===== config.mk =====
export PLATFORM = sky130hd
export DESIGN_NAME = base64_tolerant_decoder_core
export DESIGN_NICKNAME = d
export VERILOG_FILES = /design/src/design/b64td_pkg.sv /design/src/design/b64td_front.sv /design/src/design/b64td_fifo.sv /design/src/design/b64td_back.sv /design/src/design/base64_tolerant_decoder_core.sv
export SDC_FILE = /design/constraint.sdc
export NUM_CORES = 1
export LEC_CHECK = 0
export ABC_AREA = 1
export ABC_CLOCK_PERIOD_IN_PS = 8500
export BUFFER_PORTS_ARGS = -buffer_cell sky130_fd_sc_hd__buf_2
export CAP_MARGIN = 20
export CORE_MARGIN = 5
export CORE_UTILIZATION = 55
export DETAILED_ROUTE_END_ITERATION = 7
export PLACE_DENSITY_LB_ADDON = 0.15
export SETUP_SLACK_MARGIN = 0.2
export SYNTH_ARGS = -nofsm -noshare
export SYNTH_HDL_FRONTEND = slang
export SYNTH_SLANG_ARGS = --single-unit

===== constraint.sdc =====
create_clock -name aclk -period 8.5 [get_ports aclk]
set_clock_uncertainty 0.1 [all_clocks]
set_input_delay 0.85 -clock aclk [delete_from_list [all_inputs] [get_ports aclk]]
set_output_delay 0.85 -clock aclk [all_outputs]
set_load 0.01 [all_outputs]

===== src/design/b64td_pkg.sv =====
// Shared types, constants and the character decode function of the base64 decoder.
`timescale 1ns / 1ps

package b64td_pkg;

    localparam int BC_W      = 24;               // byte count width
    localparam int GT_W      = 22;               // group counter width
    localparam int Q_DEPTH   = 4;
    localparam int Q_AW      = $clog2(Q_DEPTH);
    localparam int APB_AW    = 3;
    localparam int APB_DW    = 32;

    localparam logic [GT_W-1:0] GROUP_MAX = {GT_W{1'b1}};
    localparam logic [BC_W-1:0] MAX_OUT_RESET = {BC_W{1'b1}};
    localparam logic            REG_MAX_OUT_IDX = 1'b0;
    localparam logic [7:0]      CH_PAD = 8'h3D;  // '='

    typedef enum logic [1:0] {
        ST_OK       = 2'd0,
        ST_NO_GROUP = 2'd1,
        ST_TOO_BIG  = 2'd2
    } status_t;

    // One queued command: optional flushed group, final group bytes, status.
    typedef struct packed {
        logic            a_vld;
        logic [23:0]     grp_a;
        logic [23:0]     grp_b;
        logic [1:0]      b_cnt;
        logic            is_end;
        status_t         status;
        logic [BC_W-1:0] count;
    } q_entry_t;

    // Returns {valid, sextet}.
    function automatic logic [6:0] sextet_of(input logic [7:0] c);
        logic [6:0] r;
        r = 7'd0;
        if (c >= 8'h41 && c <= 8'h5A)      r = {1'b1, 6'(c - 8'h41)};
        else if (c >= 8'h61 && c <= 8'h7A) r = {1'b1, 6'(c - 8'h61 + 8'd26)};
        else if (c >= 8'h30 && c <= 8'h39) r = {1'b1, 6'(c - 8'h30 + 8'd52)};
        else if (c == 8'h2B)               r = {1'b1, 6'd62};
        else if (c == 8'h2F)               r = {1'b1, 6'd63};
        else if (c == CH_PAD)              r = {1'b1, 6'd0};
        return r;
    endfunction

endpackage


===== src/design/b64td_front.sv =====
// Front end: classify characters, assemble groups, queue flush and end commands.
`timescale 1ns / 1ps

module b64td_front (
    input  logic                     aclk,
    input  logic                     aresetn,
    input  logic                     in_vld,
    input  logic                     in_rdy,
    input  logic [7:0]               char_code,
    input  logic                     is_last,
    input  logic [b64td_pkg::BC_W-1:0] max_out,
    output logic                     push,
    output b64td_pkg::q_entry_t      push_data
);

    logic [17:0]                     buf_reg, buf_next;
    logic [1:0]                      fill_reg, fill_next;
    logic [23:0]                     pend_reg, pend_next;
    logic                            pvld_reg, pvld_next;
    logic [b64td_pkg::GT_W-1:0]      total_reg, total_next;
    logic [b64td_pkg::BC_W-1:0]      triple_reg, triple_next;
    logic [1:0]                      pad_reg, pad_next;

    logic [6:0]                      sx;
    logic                            acc, flush;
    logic [b64td_pkg::BC_W-1:0]      t_len;
    b64td_pkg::status_t              st;

    assign acc = in_vld && in_rdy;
    assign sx  = b64td_pkg::sextet_of(char_code);

    always_comb begin
        buf_next    = buf_reg;
        fill_next   = fill_reg;
        pend_next   = pend_reg;
        pvld_next   = pvld_reg;
        total_next  = total_reg;
        triple_next = triple_reg;
        pad_next    = pad_reg;
        flush       = 1'b0;
        if (sx[6]) begin
            if (char_code == b64td_pkg::CH_PAD && pad_reg < 2'd2) begin
                pad_next = pad_reg + 2'd1;
            end
            if (fill_reg == 2'd3) begin
                flush     = pvld_reg;
                pend_next = {buf_reg, sx[5:0]};
                pvld_next = 1'b1;
                if (total_reg < b64td_pkg::GROUP_MAX) begin
                    total_next  = total_reg + b64td_pkg::GT_W'(1);
                    triple_next = triple_reg + b64td_pkg::BC_W'(3);
                end
                buf_next  = 18'd0;
                fill_next = 2'd0;
            end else begin
                buf_next  = {buf_reg[11:0], sx[5:0]};
                fill_next = fill_reg + 2'd1;
            end
        end

        // Message length and end status from the updated counters.
        t_len = triple_next - b64td_pkg::BC_W'(pad_next);
        if (!pvld_next) begin
            st = b64td_pkg::ST_NO_GROUP;
        end else if (total_next >= b64td_pkg::GROUP_MAX || t_len > max_out) begin
            st = b64td_pkg::ST_TOO_BIG;
        end else begin
            st = b64td_pkg::ST_OK;
        end

        push_data.grp_a = pend_reg;
        push_data.grp_b = pend_next;
        if (is_last) begin
            push_data.a_vld  = flush && (st == b64td_pkg::ST_OK);
            push_data.b_cnt  = (st == b64td_pkg::ST_OK) ? 2'd3 - pad_next : 2'd0;
            push_data.is_end = 1'b1;
            push_data.status = st;
            push_data.count  = (st == b64td_pkg::ST_OK) ? t_len : '0;
        end else begin
            push_data.a_vld  = 1'b1;
            push_data.b_cnt  = 2'd0;
            push_data.is_end = 1'b0;
            push_data.status = b64td_pkg::ST_OK;
            push_data.count  = '0;
        end
    end

    assign push = acc && (is_last || flush);

    always_ff @(posedge aclk) begin
        if (!aresetn || (acc && is_last)) begin
            buf_reg    <= '0;
            fill_reg   <= '0;
            pend_reg   <= '0;
            pvld_reg   <= 1'b0;
            total_reg  <= '0;
            triple_reg <= '0;
            pad_reg    <= '0;
        end else if (acc) begin
            buf_reg    <= buf_next;
            fill_reg   <= fill_next;
            pend_reg   <= pend_next;
            pvld_reg   <= pvld_next;
            total_reg  <= total_next;
            triple_reg <= triple_next;
            pad_reg    <= pad_next;
        end
    end

endmodule


===== src/design/b64td_fifo.sv =====
// Short command queue between the front end and the output sequencer.
`timescale 1ns / 1ps

module b64td_fifo (
    input  logic                 aclk,
    input  logic                 aresetn,
    input  logic                 push,
    input  b64td_pkg::q_entry_t  push_data,
    input  logic                 pop,
    output logic                 full,
    output logic                 head_vld,
    output b64td_pkg::q_entry_t  head
);

    b64td_pkg::q_entry_t           mem_reg [b64td_pkg::Q_DEPTH];
    logic [b64td_pkg::Q_AW-1:0]    wr_reg, rd_reg;
    logic [b64td_pkg::Q_AW:0]      cnt_reg;
    logic                          do_push, do_pop;

    assign full     = (cnt_reg == (b64td_pkg::Q_AW+1)'(b64td_pkg::Q_DEPTH));
    assign head_vld = (cnt_reg != '0);
    assign head     = mem_reg[rd_reg];
    assign do_push  = push && !full;
    assign do_pop   = pop && head_vld;

    always_ff @(posedge aclk) begin
        if (!aresetn) begin
            wr_reg  <= '0;
            rd_reg  <= '0;
            cnt_reg <= '0;
        end else begin
            if (do_push) wr_reg <= wr_reg + b64td_pkg::Q_AW'(1);
            if (do_pop)  rd_reg <= rd_reg + b64td_pkg::Q_AW'(1);
            cnt_reg <= cnt_reg + (b64td_pkg::Q_AW+1)'(do_push)
                               - (b64td_pkg::Q_AW+1)'(do_pop);
        end
    end

    always_ff @(posedge aclk) begin
        if (do_push) begin
            mem_reg[wr_reg] <= push_data;
        end
    end

endmodule


===== src/design/b64td_back.sv =====
// Back end: expand queued commands into data bytes and status items, one per cycle unless stalled.
`timescale 1ns / 1ps

module b64td_back (
    input  logic                       aclk,
    input  logic                       aresetn,
    input  logic                       head_vld,
    input  b64td_pkg::q_entry_t        head,
    output logic                       pop,
    output logic                       out_vld,
    input  logic                       out_rdy,
    output logic                       out_kind,
    output logic [7:0]                 out_byte,
    output logic [1:0]                 out_status,
    output logic [b64td_pkg::BC_W-1:0] out_count,
    output logic                       out_end
);

    logic                        cur_reg;
    logic [47:0]                 bytes_reg;
    logic [2:0]                  n_reg;
    logic                        end_reg;
    b64td_pkg::status_t          st_reg;
    logic [b64td_pkg::BC_W-1:0]  cnt_reg;

    logic                        ov_reg, kind_reg, oend_reg;
    logic [7:0]                  byte_reg;
    logic [1:0]                  ost_reg;
    logic [b64td_pkg::BC_W-1:0]  ocnt_reg;

    logic out_free, emit, last_of, load;

    assign out_free = !ov_reg || out_rdy;
    assign emit     = cur_reg && out_free;
    assign last_of  = end_reg ? (n_reg == 3'd0) : (n_reg == 3'd1);
    assign load     = !cur_reg || (emit && last_of);
    assign pop      = load && head_vld;

    always_ff @(posedge aclk) begin
        if (!aresetn) begin
            cur_reg <= 1'b0;
            ov_reg  <= 1'b0;
        end else begin
            if (out_free) ov_reg <= emit;
            if (load)     cur_reg <= head_vld;
        end
    end

    always_ff @(posedge aclk) begin
        if (emit) begin
            if (n_reg != 3'd0) begin
                kind_reg  <= 1'b0;
                byte_reg  <= bytes_reg[47:40];
                ost_reg   <= b64td_pkg::ST_OK;
                ocnt_reg  <= '0;
                oend_reg  <= 1'b0;
            end else begin
                kind_reg  <= 1'b1;
                byte_reg  <= 8'd0;
                ost_reg   <= st_reg;
                ocnt_reg  <= cnt_reg;
                oend_reg  <= 1'b1;
            end
        end
        // Take the next command, else advance the byte shifter.
        if (load && head_vld) begin
            bytes_reg <= head.a_vld ? {head.grp_a, head.grp_b} : {head.grp_b, 24'd0};
            n_reg     <= head.a_vld ? 3'd3 + {1'b0, head.b_cnt} : {1'b0, head.b_cnt};
            end_reg   <= head.is_end;
            st_reg    <= head.status;
            cnt_reg   <= head.count;
        end else if (emit && n_reg != 3'd0) begin
            bytes_reg <= {bytes_reg[39:0], 8'd0};
            n_reg     <= n_reg - 3'd1;
        end
    end

    assign out_vld    = ov_reg;
    assign out_kind   = kind_reg;
    assign out_byte   = byte_reg;
    assign out_status = ost_reg;
    assign out_count  = ocnt_reg;
    assign out_end    = oend_reg;

endmodule


===== src/design/base64_tolerant_decoder_core.sv =====
// Top level of the tolerant base64 decoder: APB register, front end, queue, back end.
`timescale 1ns / 1ps

// Tolerant base64 decoder.
// Input stream (s_*): one character per transaction in s_tdata, s_tlast on the
// final character of a message. Characters outside the alphabet are skipped;
// '=' decodes as zero and counts as padding (at most two).
// Output stream (m_*): m_tuser = 0 for a decoded data byte, 1 for the status
// transaction that closes the message (m_tlast = 1 on that transaction only).
// Status 0 ok with the decoded length, 1 no complete group, 2 over the limit.
// On an error status any bytes already sent for the message must be dropped.
// Throughput: one character accepted per cycle while the queue has room; the output
// side sends one transaction per cycle while m_tready is high and a command waits;
// it sends 3 bytes per 4 characters in the body, up to 7 transactions at the end.
// Path: a command passes the 4-entry command queue, the sequencer's command register
// and the output register before m_tvalid rises.
// Stall: while m_tready is low the output holds, the queue fills, and
// s_tready drops once the queue is full.
// Reset (aresetn low, synchronous) empties the queue, drops any partial
// message and sets max_output_bytes to its full-scale value.
// Write max_output_bytes over APB at address 0 only while the block is idle.

module base64_tolerant_decoder_core (
    input  logic                             aclk,
    input  logic                             aresetn,
    // APB configuration port
    input  logic                             psel,
    input  logic                             penable,
    input  logic                             pwrite,
    input  logic [b64td_pkg::APB_AW-1:0]     paddr,
    input  logic [b64td_pkg::APB_DW-1:0]     pwdata,
    output logic [b64td_pkg::APB_DW-1:0]     prdata,
    output logic                             pready,
    // Input stream
    input  logic                             s_tvalid,
    output logic                             s_tready,
    input  logic [7:0]                       s_tdata,   // [7:0] char_code
    input  logic                             s_tlast,   // is_last
    // Output stream
    output logic                             m_tvalid,
    input  logic                             m_tready,
    output logic [39:0]                      m_tdata,   // [7:0] data_byte, [9:8] status,
                                                        // [33:10] byte_count, rest zero
    output logic                             m_tuser,   // kind
    output logic                             m_tlast    // end_of_run
);

    logic [b64td_pkg::BC_W-1:0]  max_reg;
    logic                        q_full, q_push, q_pop, q_hvld;
    b64td_pkg::q_entry_t         q_in, q_head;
    logic [7:0]                  o_byte;
    logic [1:0]                  o_status;
    logic [b64td_pkg::BC_W-1:0]  o_count;

    // Register write on the access phase; pready is tied high.
    assign pready = 1'b1;

    always_ff @(posedge aclk) begin
        if (!aresetn) begin
            max_reg <= b64td_pkg::MAX_OUT_RESET;
        end else if (psel && penable && pwrite
                     && paddr[2] == b64td_pkg::REG_MAX_OUT_IDX) begin
            max_reg <= pwdata[b64td_pkg::BC_W-1:0];
        end
    end

    assign prdata = (paddr[2] == b64td_pkg::REG_MAX_OUT_IDX)
                  ? b64td_pkg::APB_DW'(max_reg) : '0;

    // Accept a character whenever the queue has room.
    assign s_tready = !q_full;

    b64td_front u_front (
        .aclk      (aclk),
        .aresetn   (aresetn),
        .in_vld    (s_tvalid),
        .in_rdy    (s_tready),
        .char_code (s_tdata),
        .is_last   (s_tlast),
        .max_out   (max_reg),
        .push      (q_push),
        .push_data (q_in)
    );

    b64td_fifo u_fifo (
        .aclk      (aclk),
        .aresetn   (aresetn),
        .push      (q_push),
        .push_data (q_in),
        .pop       (q_pop),
        .full      (q_full),
        .head_vld  (q_hvld),
        .head      (q_head)
    );

    b64td_back u_back (
        .aclk       (aclk),
        .aresetn    (aresetn),
        .head_vld   (q_hvld),
        .head       (q_head),
        .pop        (q_pop),
        .out_vld    (m_tvalid),
        .out_rdy    (m_tready),
        .out_kind   (m_tuser),
        .out_byte   (o_byte),
        .out_status (o_status),
        .out_count  (o_count),
        .out_end    (m_tlast)
    );

    // Pack the result fields, lowest field first.
    assign m_tdata = {6'd0, o_count, o_status, o_byte};

endmodule


==> results of run 1 <==
==> through the flow <==
stage / instance area [um2] / worst slack [ps] / cells
finish: 28200 / 2120 / 3387
global route: 28200 / 1620 / 3386
CTS: 28200 / 2170 / 3386
detailed placement: 26500 / 1760 / 3284
global placement: 26500 / 1850 / 3284
floorplan: 25700 / 2060 / 2697
==> kinds of logic (layout without fill, tap and decap cells) <==
group	Yosys count	after routing	synth area share [%]
AOI/OAI and AO/OA	552	552	12.1
xor gates and xnor gates	39	39	1.36
adders and majority gates	49	49	2.45
buffers and inverters	457	539	7.37
DFF	553	553	59.8
other	2	16	0.0293
and+or+nand+nor	1032	1032	16.9
==> cells in the final DEF (no fill, tap or decap), types with 15 or more instances in the layout <==
cell type    n
a21oi_1    151
a32o_1      26
buf_2      102
buf_4       26
clkbuf_1    18
clkbuf_16   55
conb_1      15
dfxtp_1    126
edfxtp_1   425
ha_1        47
inv_1      294
nand2_1    537
nand2_2     16
nand3_1     95
nand4_1     32
nor2_1     293
nor2_2      19
nor3_1      15
o211ai_1    36
o21ai_0    260
o22ai_1     52
xor2_1      33
==> power breakdown <==
group          internal, W  total [W]  switching (W)
sequential         0.00359    0.00381       0.000222
combinational     0.000715    0.00249        0.00178
clock              0.00133    0.00233        0.00100
total              0.00563    0.00863        0.00300
==> tightest hold or removal path: cells and delay by family <==
kind                   cells  cell delay, ps
AO/OA/AOI/OAI              1              60
buffers and inverters      1              80
AND/OR/NAND/NOR            1              40
==> layout make-up <==
| type | count | area, um2 | share of cell area (%) |
|---|---|---|---|
| Clock inverter | 21 | 173 | 0.612 |
| Multi-Input combinational cell | 1687 | 8530 | 30.2 |
| Inverter | 308 | 1160 | 4.12 |
| Clock buffer | 81 | 1550 | 5.50 |
| Timing Repair Buffer | 129 | 726 | 2.57 |
| Sequential cell | 553 | 15300 | 54.3 |
| Tap cell | 607 | 759 | 2.69 |
| Antenna cell | 1 | 2.50 | 0.00886 |
==> cell usage after synthesis (all sizes together) <==
cell      n  share of area (%)
o21a      2              0.059
o221ai    1              0.034
nor4      1              0.024
o211ai   36                1.1
inv     303                4.4
xor2     34                1.2
fa        2               0.16
a22oi     2              0.059
a32o     26                1.0
nand3   102                2.2
and3      1              0.024
a21boi    2              0.059
a21oi   151                2.9
nand4    33               0.86
buf      48                1.4
o22ai    52                1.3
nand3b    2              0.059
nor3     16               0.33
conb      2              0.029
a211oi   10               0.29
nand2   555                8.3
dfxtp   128                 10
edfxtp  425                 50
o31ai     1              0.029
ha       47                2.3
nor2    322                5.1
xnor2     5               0.17
o21ai   265                5.2
clkinv    5              0.078
o21bai    1              0.029
a31oi     3              0.073
clkbuf  101                1.5
==> worst max-delay path by stage <==
stage	start	end	slack, ps	cells after the start
2_1_floorplan	s_tdata[2]	u_fifo.mem_reg[0][0]$_DFFE_PP_	2060	17
3_3_place_gp	s_tdata[2]	u_fifo.mem_reg[3][13]$_DFFE_PP_	1850	32
3_5_place_dp	s_tdata[2]	u_fifo.mem_reg[1][14]$_DFFE_PP_	1760	30
4_1_cts	u_front.total_reg[0]$_SDFFE_PP0P_	u_fifo.mem_reg[1][14]$_DFFE_PP_	2170	27
5_1_grt	u_front.total_reg[0]$_SDFFE_PP0P_	u_fifo.mem_reg[3][13]$_DFFE_PP_	1620	27
6_report	u_front.total_reg[0]$_SDFFE_PP0P_	u_fifo.mem_reg[3][13]$_DFFE_PP_	2120	27
==> layer usage <==
metal / vias up / track usage (%) / part of all wire (%)
li1: 9148 / - / -
met1: 9031 / 32.7 / 44
met2: 528 / 37.9 / 48
met3: 79 / 3.77 / 6.6
met4: 0 / 5.41 / 1.7
met5: - / 0 / 0
==> flow_summary.toml, run 1 <==
[layout]
fillers = 3868
largest_reg_flops = 312
final_util_pct = 60.9
syn_to_final_growth_pct = 10.1
num-nets-final = 2833
drive_above_1_share_pct = 10.0

[critical_path]
r2r_slack_ps = 2120
critPathKind = "flip-flop to flip-flop"
crit_arrival_ps = 6670
path_max_fanout = 29
critPathRequiredTime_ps = 8790
slowest_delay_ps = 540
crit_path_top_delay_cell = "o21ai_0"
start_kind = "flip-flop"
path_buf_inv = 5
regToRegStartpoint = "u_front.total_reg[0]$_SDFFE_PP0P_"
critPathTopFamily = "simple AND/OR/NAND/NOR gates"
crit_top_cell = "nand2_1"
reg2reg_depth = 27
r2r-end = "u_fifo.mem_reg[3][13]$_DFFE_PP_"
endpoint_kind = "flip-flop"

[detailed_routing]
ant_nets = 0
num_vias = 18786
drc = 0
wl_per_cell_um = 17.6
drt_iter0_markers = 1496
wirelength_um = 59600
viasPerCell = 5.55
first_pass_iters = 5

[clock_network]
cts_tree = "yes"
hold_buffers = 0
cts_setup_buffers = 0
clock_latency_ps = 610
cts_buffers = 54
ctsResizeCount = 0
cts.sinks = 553
ctsHtreeMaxLevel = 2
cts_root_buffer = "clkbuf_16"
path_clk_slew_ps = 60
cts_buffer_depth = 3

[die]
initial_core_util_pct = 55.3
rows = 79
die_w_um = 226
die_h_um = 226
die_area_um2 = 51000
core_area_um2 = 46400
io_pins = 128

[timing]
finalHoldViolations = 0
fin_setup_tns_ps = 0
tightest_slew_ps = 1050
grt_setup_unrepaired = "false"
min_period_ps = 6380
setup_violations = 0
min_period_over_period_pct = 75.1
final_max_slew_viol_count = 0
slew_headroom_pct = 30.3
max_freq_mhz = 157
whs_ps = 362

[place]
gp_congestion = 0.862
io_buffer_count = 102
dp_hpwl_um = 36000

[synthesis]
syn_area_um2 = 25600
synth_cell_types = 50
yosysWarningCount = 0
synthCells = 2684
synth-seq-cells = 553
seq_area_frac_synth_pct = 59.8
synth_area_per_cell_um2 = 9.55

[global_route]
grt_antenna_before_repair = 0
grt_max_degree = 99
overflow = 0
gr-usage-all-layers_pct = 23.1
grt_pass1_wl_um = 94400
grt_pass1_vias = 17986

[power]
ir_drop_uv = 507
fin_total_pwr_w = 0.00863
leakage_nw = 11.6
pwr_density_cell_nw_per_um2 = 306

[hold_path]
hold_path_class = "primary input to flip-flop"
worstHoldStart = "pwdata[7]"
hold_path_end = "max_reg[7]$_SDFFE_PN1P_"
min_path_cells = 3

[job]
maxCapViolCount = 0

[run_status]
status = "finished, final reports clean"
No activity file was read; power rests on OpenSTA's default activity.
==> run 2, diff against run 1 <==
--- a/config.mk
+++ b/config.mk
@@ -6,7 +6,7 @@
 export NUM_CORES = 1
 export LEC_CHECK = 0
 export ABC_AREA = 1
-export ABC_CLOCK_PERIOD_IN_PS = 8500
+export ABC_CLOCK_PERIOD_IN_PS = 5100
 export BUFFER_PORTS_ARGS = -buffer_cell sky130_fd_sc_hd__buf_2
 export CAP_MARGIN = 20
 export CORE_MARGIN = 5
==> constraint.sdc (replaced) <==
create_clock -name aclk -period 5.1 [get_ports aclk]
set_clock_uncertainty 0.1 [all_clocks]
set_input_delay 0.51 -clock aclk [delete_from_list [all_inputs] [get_ports aclk]]
set_output_delay 0.51 -clock aclk [all_outputs]
set_load 0.01 [all_outputs]
==> run 2 against run 1 <==
- routed wire length increased by 1.8%
- sequential power grew 65%
- clock-buffer cell count increased by 3
- register-to-register slack worse by 1700 ps
- via count increased by 2.0%
- critical path depth is 1 higher
- sequential share of layout area shrank 2.2 points
- design area up 4.2%
- die area stayed put
- core utilization up 2.6 points
- critical path type unchanged
==> flow_summary.toml, run 2 (same netlist as run 1, synthesis figures left out) <==
[critical_path]
start_kind = "flip-flop"
crit_path_top_delay_cell = "dfxtp_4"
slowest_delay_ps = 370
crit_arrival_ps = 4910
path_max_fanout = 8
endpoint_kind = "flip-flop"
critPathRequiredTime_ps = 5360
critPathKind = "flip-flop to flip-flop"

[job]
maxCapViolCount = 0

[global_route]
grt_pass1_vias = 18270
grt_pass1_wl_um = 95800
gr-usage-all-layers_pct = 23.4
grt_antenna_before_repair = 0
overflow = 0
grt_max_degree = 90

[timing]
grt_setup_unrepaired = "true"
finalHoldViolations = 0
slew_headroom_pct = 34.3
min_period_ps = 4640
tightest_slew_ps = 986
min_period_over_period_pct = 91.0
final_max_slew_viol_count = 0
setup_violations = 0
whs_ps = 23.1
max_freq_mhz = 215

[power]
fin_total_pwr_w = 0.0149
leakage_nw = 12.1
pwr_density_cell_nw_per_um2 = 505
ir_drop_uv = 558

[clock_network]
clock_latency_ps = 620
cts_buffer_depth = 3
path_clk_slew_ps = 60
cts_tree = "yes"
cts_buffers = 56
ctsHtreeMaxLevel = 2
cts_root_buffer = "clkbuf_16"
cts.sinks = 553

[place]
place_inst = 3349
placed_cell_area_um2 = 27100
gp_congestion = 0.906
io_buffer_count = 102
dp_hpwl_um = 37000

[detailed_routing]
top_layer = "met4"
ant_nets = 0
drc = 0
drt_iter0_markers = 1569
wl_per_cell_um = 17.5
wl_met1_um = 27500
viasPerCell = 5.51
first_pass_iters = 6
wl_met3_um = 3590
wirelength_um = 60700
dr_wl_met2_um = 28200
num_vias = 19155

[layout]
design_area_um2 = 29400
final_common_cell = "nand2_1"
largest_reg_flops = 312
seq_area_um2 = 15300
layout.cells.non_filler = 3476
syn_to_final_growth_pct = 14.8
drive_above_1_share_pct = 14.0
fillers = 3729
antenna_cells = 0
multi_input_area_um2 = 8760
num-nets-final = 2922
layout_common_cells = "nand2_1, edfxtp_1, inv_1, nor2_1, o21ai_0"

[die]
die_w_um = 226
rows = 79
initial_core_util_pct = 55.3
core_area_um2 = 46400
io_pins = 128
die_h_um = 226
die_area_um2 = 51000

[run_status]
status = "finished, final reports clean"

[hold_path]
hold_path_class = "primary input to flip-flop"
==> run 2: where the power goes <==
| group | total [W] | leakage (nW) | switching (W) | internal (W) |
|---|---|---|---|---|
| logic | 0.00440 | 6.14 | 0.00309 | 0.00131 |
| registers | 0.00628 | 5.06 | 0.000303 | 0.00598 |
| clock network | 0.00419 | 0.917 | 0.00173 | 0.00246 |
| total | 0.0149 | 12.1 | 0.00512 | 0.00975 |
==> run 2: area by class of cell <==
type,count,share of cell area (%)
clock inverter,21,0.961
sequential,553,52.1
inverter,308,3.95
multi-input combinational,1687,29.8
tap,607,2.58
clock buffer,84,5.50
timing repair buffer,216,5.12
==> run 2: final timing paths <==
| path | from | to | slack, ps | depth (start not counted) |
|---|---|---|---|---|
| setup reg to reg | u_front.total_reg[0]$_SDFFE_PP0P_ | u_fifo.mem_reg[2][11]$_DFFE_PP_ | 460 | 28 |
| setup / recovery | u_front.total_reg[0]$_SDFFE_PP0P_ | u_fifo.mem_reg[2][11]$_DFFE_PP_ | 460 | 28 |
| hold reg to reg | u_front.buf_reg[14]$_SDFFE_PP0P_ | u_front.buf_reg[14]$_SDFFE_PP0P_ | 370 | 2 |
| hold / removal | pwdata[1] | max_reg[1]$_SDFFE_PN1P_ | 20 | 3 |
==> run 2: timing repair <==
| item | in CTS | in global routing |
|---|---|---|
| hold buffers | 16 | 0 |
| gates resized for setup | 3 | 63 |
| setup buffers | 0 | 4 |
| endpoints found under the hold margin | 16 | 0 |
| cloned | 0 | 1 |
| pin swaps | 0 | 13 |
| endpoints found under the setup margin | 64 | 112 |
==> run 2: critical path, delay by kind of cell, from the launching register on <==
kind            cells  cell delay [ps]
compound gates      2              270
simple gates       15             1910
xor+xnor            1              170
flops               1              370
fa+ha+maj           4              990
buf+inv             6              560
==> run 2: metal layers <==
metal  track usage [%]  vias up
li1                  -     9337
met1              33.8     9143
met2              37.3      564
met3              3.11      111
met4              7.17        0
met5                 0        -
==> run 2: through the flow <==
step / util (%) / setup TNS [ps] / worst slack [ps]
6_report: 63.5 / 0 / 459
5_1_grt: 63.5 / 0 / 174
4_1_cts: 62.9 / 0 / 233
3_5_place_dp: 58.4 / -9480 / -125
3_3_place_gp: 58.4 / -1000 / -21.1
2_1_floorplan: - / -298330 / -956
==> run 3, diff against run 2 <==
--- a/config.mk
+++ b/config.mk
@@ -12,6 +12,7 @@
 export CORE_MARGIN = 5
 export CORE_UTILIZATION = 55
 export DETAILED_ROUTE_END_ITERATION = 7
+export MAX_ROUTING_LAYER = met4
 export PLACE_DENSITY_LB_ADDON = 0.15
 export SETUP_SLACK_MARGIN = 0.2
 export SYNTH_ARGS = -nofsm -noshare
==> run 3 against run 2 <==
- combinational power rose by 1%
- critical path depth rose by 1
- sequential power about the same
- clock-buffer cell count fell by 10
- die area stayed put
- via count is 0.90% higher
- critical endpoint is now u_fifo.mem_reg[2][23]$_DFFE_PP_
- first-iteration DRC count up 10%
- clock power down 5.3%
- highest routed layer unchanged
==> flow_summary.toml, run 3 (same netlist as run 1, synthesis figures left out) <==
[power]
leakage_nw = 12.1
pwr_density_cell_nw_per_um2 = 498
fin_total_pwr_w = 0.0147
ir_drop_uv = 736

[timing]
finalHoldViolations = 0
tightest_slew_ps = 1180
slew_headroom_pct = 20.8
min_period_ps = 4660
max_freq_mhz = 215
setup_violations = 0
grt_setup_unrepaired = "false"
min_period_over_period_pct = 91.4
final_max_slew_viol_count = 0

[layout]
drive_above_1_share_pct = 14.1
antenna_cells = 0
largest_reg_flops = 312
layout.cells.non_filler = 3489
final_util_pct = 63.7
num-nets-final = 2935
layout_common_cells = "nand2_1, edfxtp_1, inv_1, nor2_1, o21ai_0"
final_common_cell = "nand2_1"
syn_to_final_growth_pct = 15.2

[run_status]
status = "finished, final reports clean"

[clock_network]
clock_latency_ps = 620
cts.sinks = 553
cts_buffer_depth = 3
cts_tree = "yes"
cts_buffers = 55
path_clk_slew_ps = 60
cts_root_buffer = "clkbuf_16"
ctsHtreeMaxLevel = 2

[place]
gp_congestion = 0.902
place_inst = 3357
io_buffer_count = 102
dp_hpwl_um = 38000

[detailed_routing]
ant_nets = 0
drc = 0
drt_iter0_markers = 1728
wl_per_cell_um = 17.9
first_pass_iters = 5
num_vias = 19328
wirelength_um = 62500
viasPerCell = 5.54

[hold_path]
hold_path_class = "primary input to flip-flop"
worstHoldStart = "pwdata[20]"

[critical_path]
critPathKind = "flip-flop to flip-flop"
critPathRequiredTime_ps = 5460
slowest_delay_ps = 390
path_max_fanout = 6
critPathCapture = "u_fifo.mem_reg[2][23]$_DFFE_PP_"
crit_path_top_delay_cell = "dfxtp_4"
r2r-end = "u_fifo.mem_reg[2][23]$_DFFE_PP_"
crit_arrival_ps = 5020
cp-startpoint = "u_front.total_reg[0]$_SDFFE_PP0P_"
endpoint_kind = "flip-flop"
start_kind = "flip-flop"
r2r_slack_ps = 440
reg2reg_depth = 29
regToRegStartpoint = "u_front.total_reg[0]$_SDFFE_PP0P_"

[die]
die_w_um = 226
initial_core_util_pct = 55.3
rows = 79
io_pins = 128
die_h_um = 226
core_area_um2 = 46400
die_area_um2 = 51000

[global_route]
gr-usage-all-layers_pct = 24.7
grt_max_degree = 100
grt_pass1_wl_um = 98400
grt_antenna_before_repair = 0
grt_pass1_vias = 18661
overflow = 0

[job]
maxCapViolCount = 0
-- run 3: final cells by class --
| class | count | area [um2] |
|---|---|---|
| sequential | 553 | 15300 |
| tap | 607 | 759 |
| clock inverter | 30 | 243 |
| fill | 3676 | 16800 |
| clock buffer | 74 | 1550 |
| inverter | 308 | 1160 |
| timing repair buffer | 230 | 1670 |
| multi-input combinational | 1687 | 8800 |
-- run 3: metrics by stage --
step	cell area [um2]	TNS [ps]	worst slack (ps)	hold slack [ps]
floorplan	25700	-298330	-956	345
global route	29500	0	194	20.4
global placement	27200	-4370	-55.4	354
CTS	29200	0	198	0.736
detailed placement	27200	-18490	-228	360
finish	29500	0	440	26.7
-- run 3: per-layer routing --
layer / global-route usage, % / wire [um] / up-vias
li1: - / - / 9375
met1: 34.7 / 28300 / 9290
met2: 38.8 / 29300 / 569
met3: 3.52 / 3790 / 94
met4: 5.74 / 1090 / 0
met5: - / 0 / -
-- run 3: worst max-delay path: cells and delay by family, from the launching register on --
family	cells	cell delay, ps
adder cells (fa/ha/maj)	4	920
AND/OR/NAND/NOR	13	1650
flip-flops	1	390
buffers and inverters	5	490
AO/OA/AOI/OAI	5	550
XOR/XNOR	2	380
-- run 3: worst min path at each step --
stage	endpoint	depth (start not counted)	slack, ps
final	max_reg[20]$_SDFFE_PN1P_	3	30
after global routing	max_reg[1]$_SDFFE_PN1P_	3	20
after CTS	max_reg[1]$_SDFFE_PN1P_	3	0.7
after detailed placement	u_front.buf_reg[15]$_SDFFE_PP0P_	2	360
after global placement	u_front.buf_reg[12]$_SDFFE_PP0P_	2	350
after floorplan	u_front.buf_reg[12]$_SDFFE_PP0P_	2	350
-- run 3: where the power goes --
part	internal (W)	switching [W]
Combinational	0.00132	0.00314
Sequential	0.00598	0.000308
Clock	0.00225	0.00172
-- run 3: what timing repair did --
item / 4_1_cts / 5_1_grt
pin swaps: 0 / 12
setup endpoints to repair: 100 / 112
cloned: 0 / 3
hold buffers: 20 / 0
setup buffers: 0 / 5
hold endpoints to repair: 20 / 0
gates resized for setup: 14 / 60
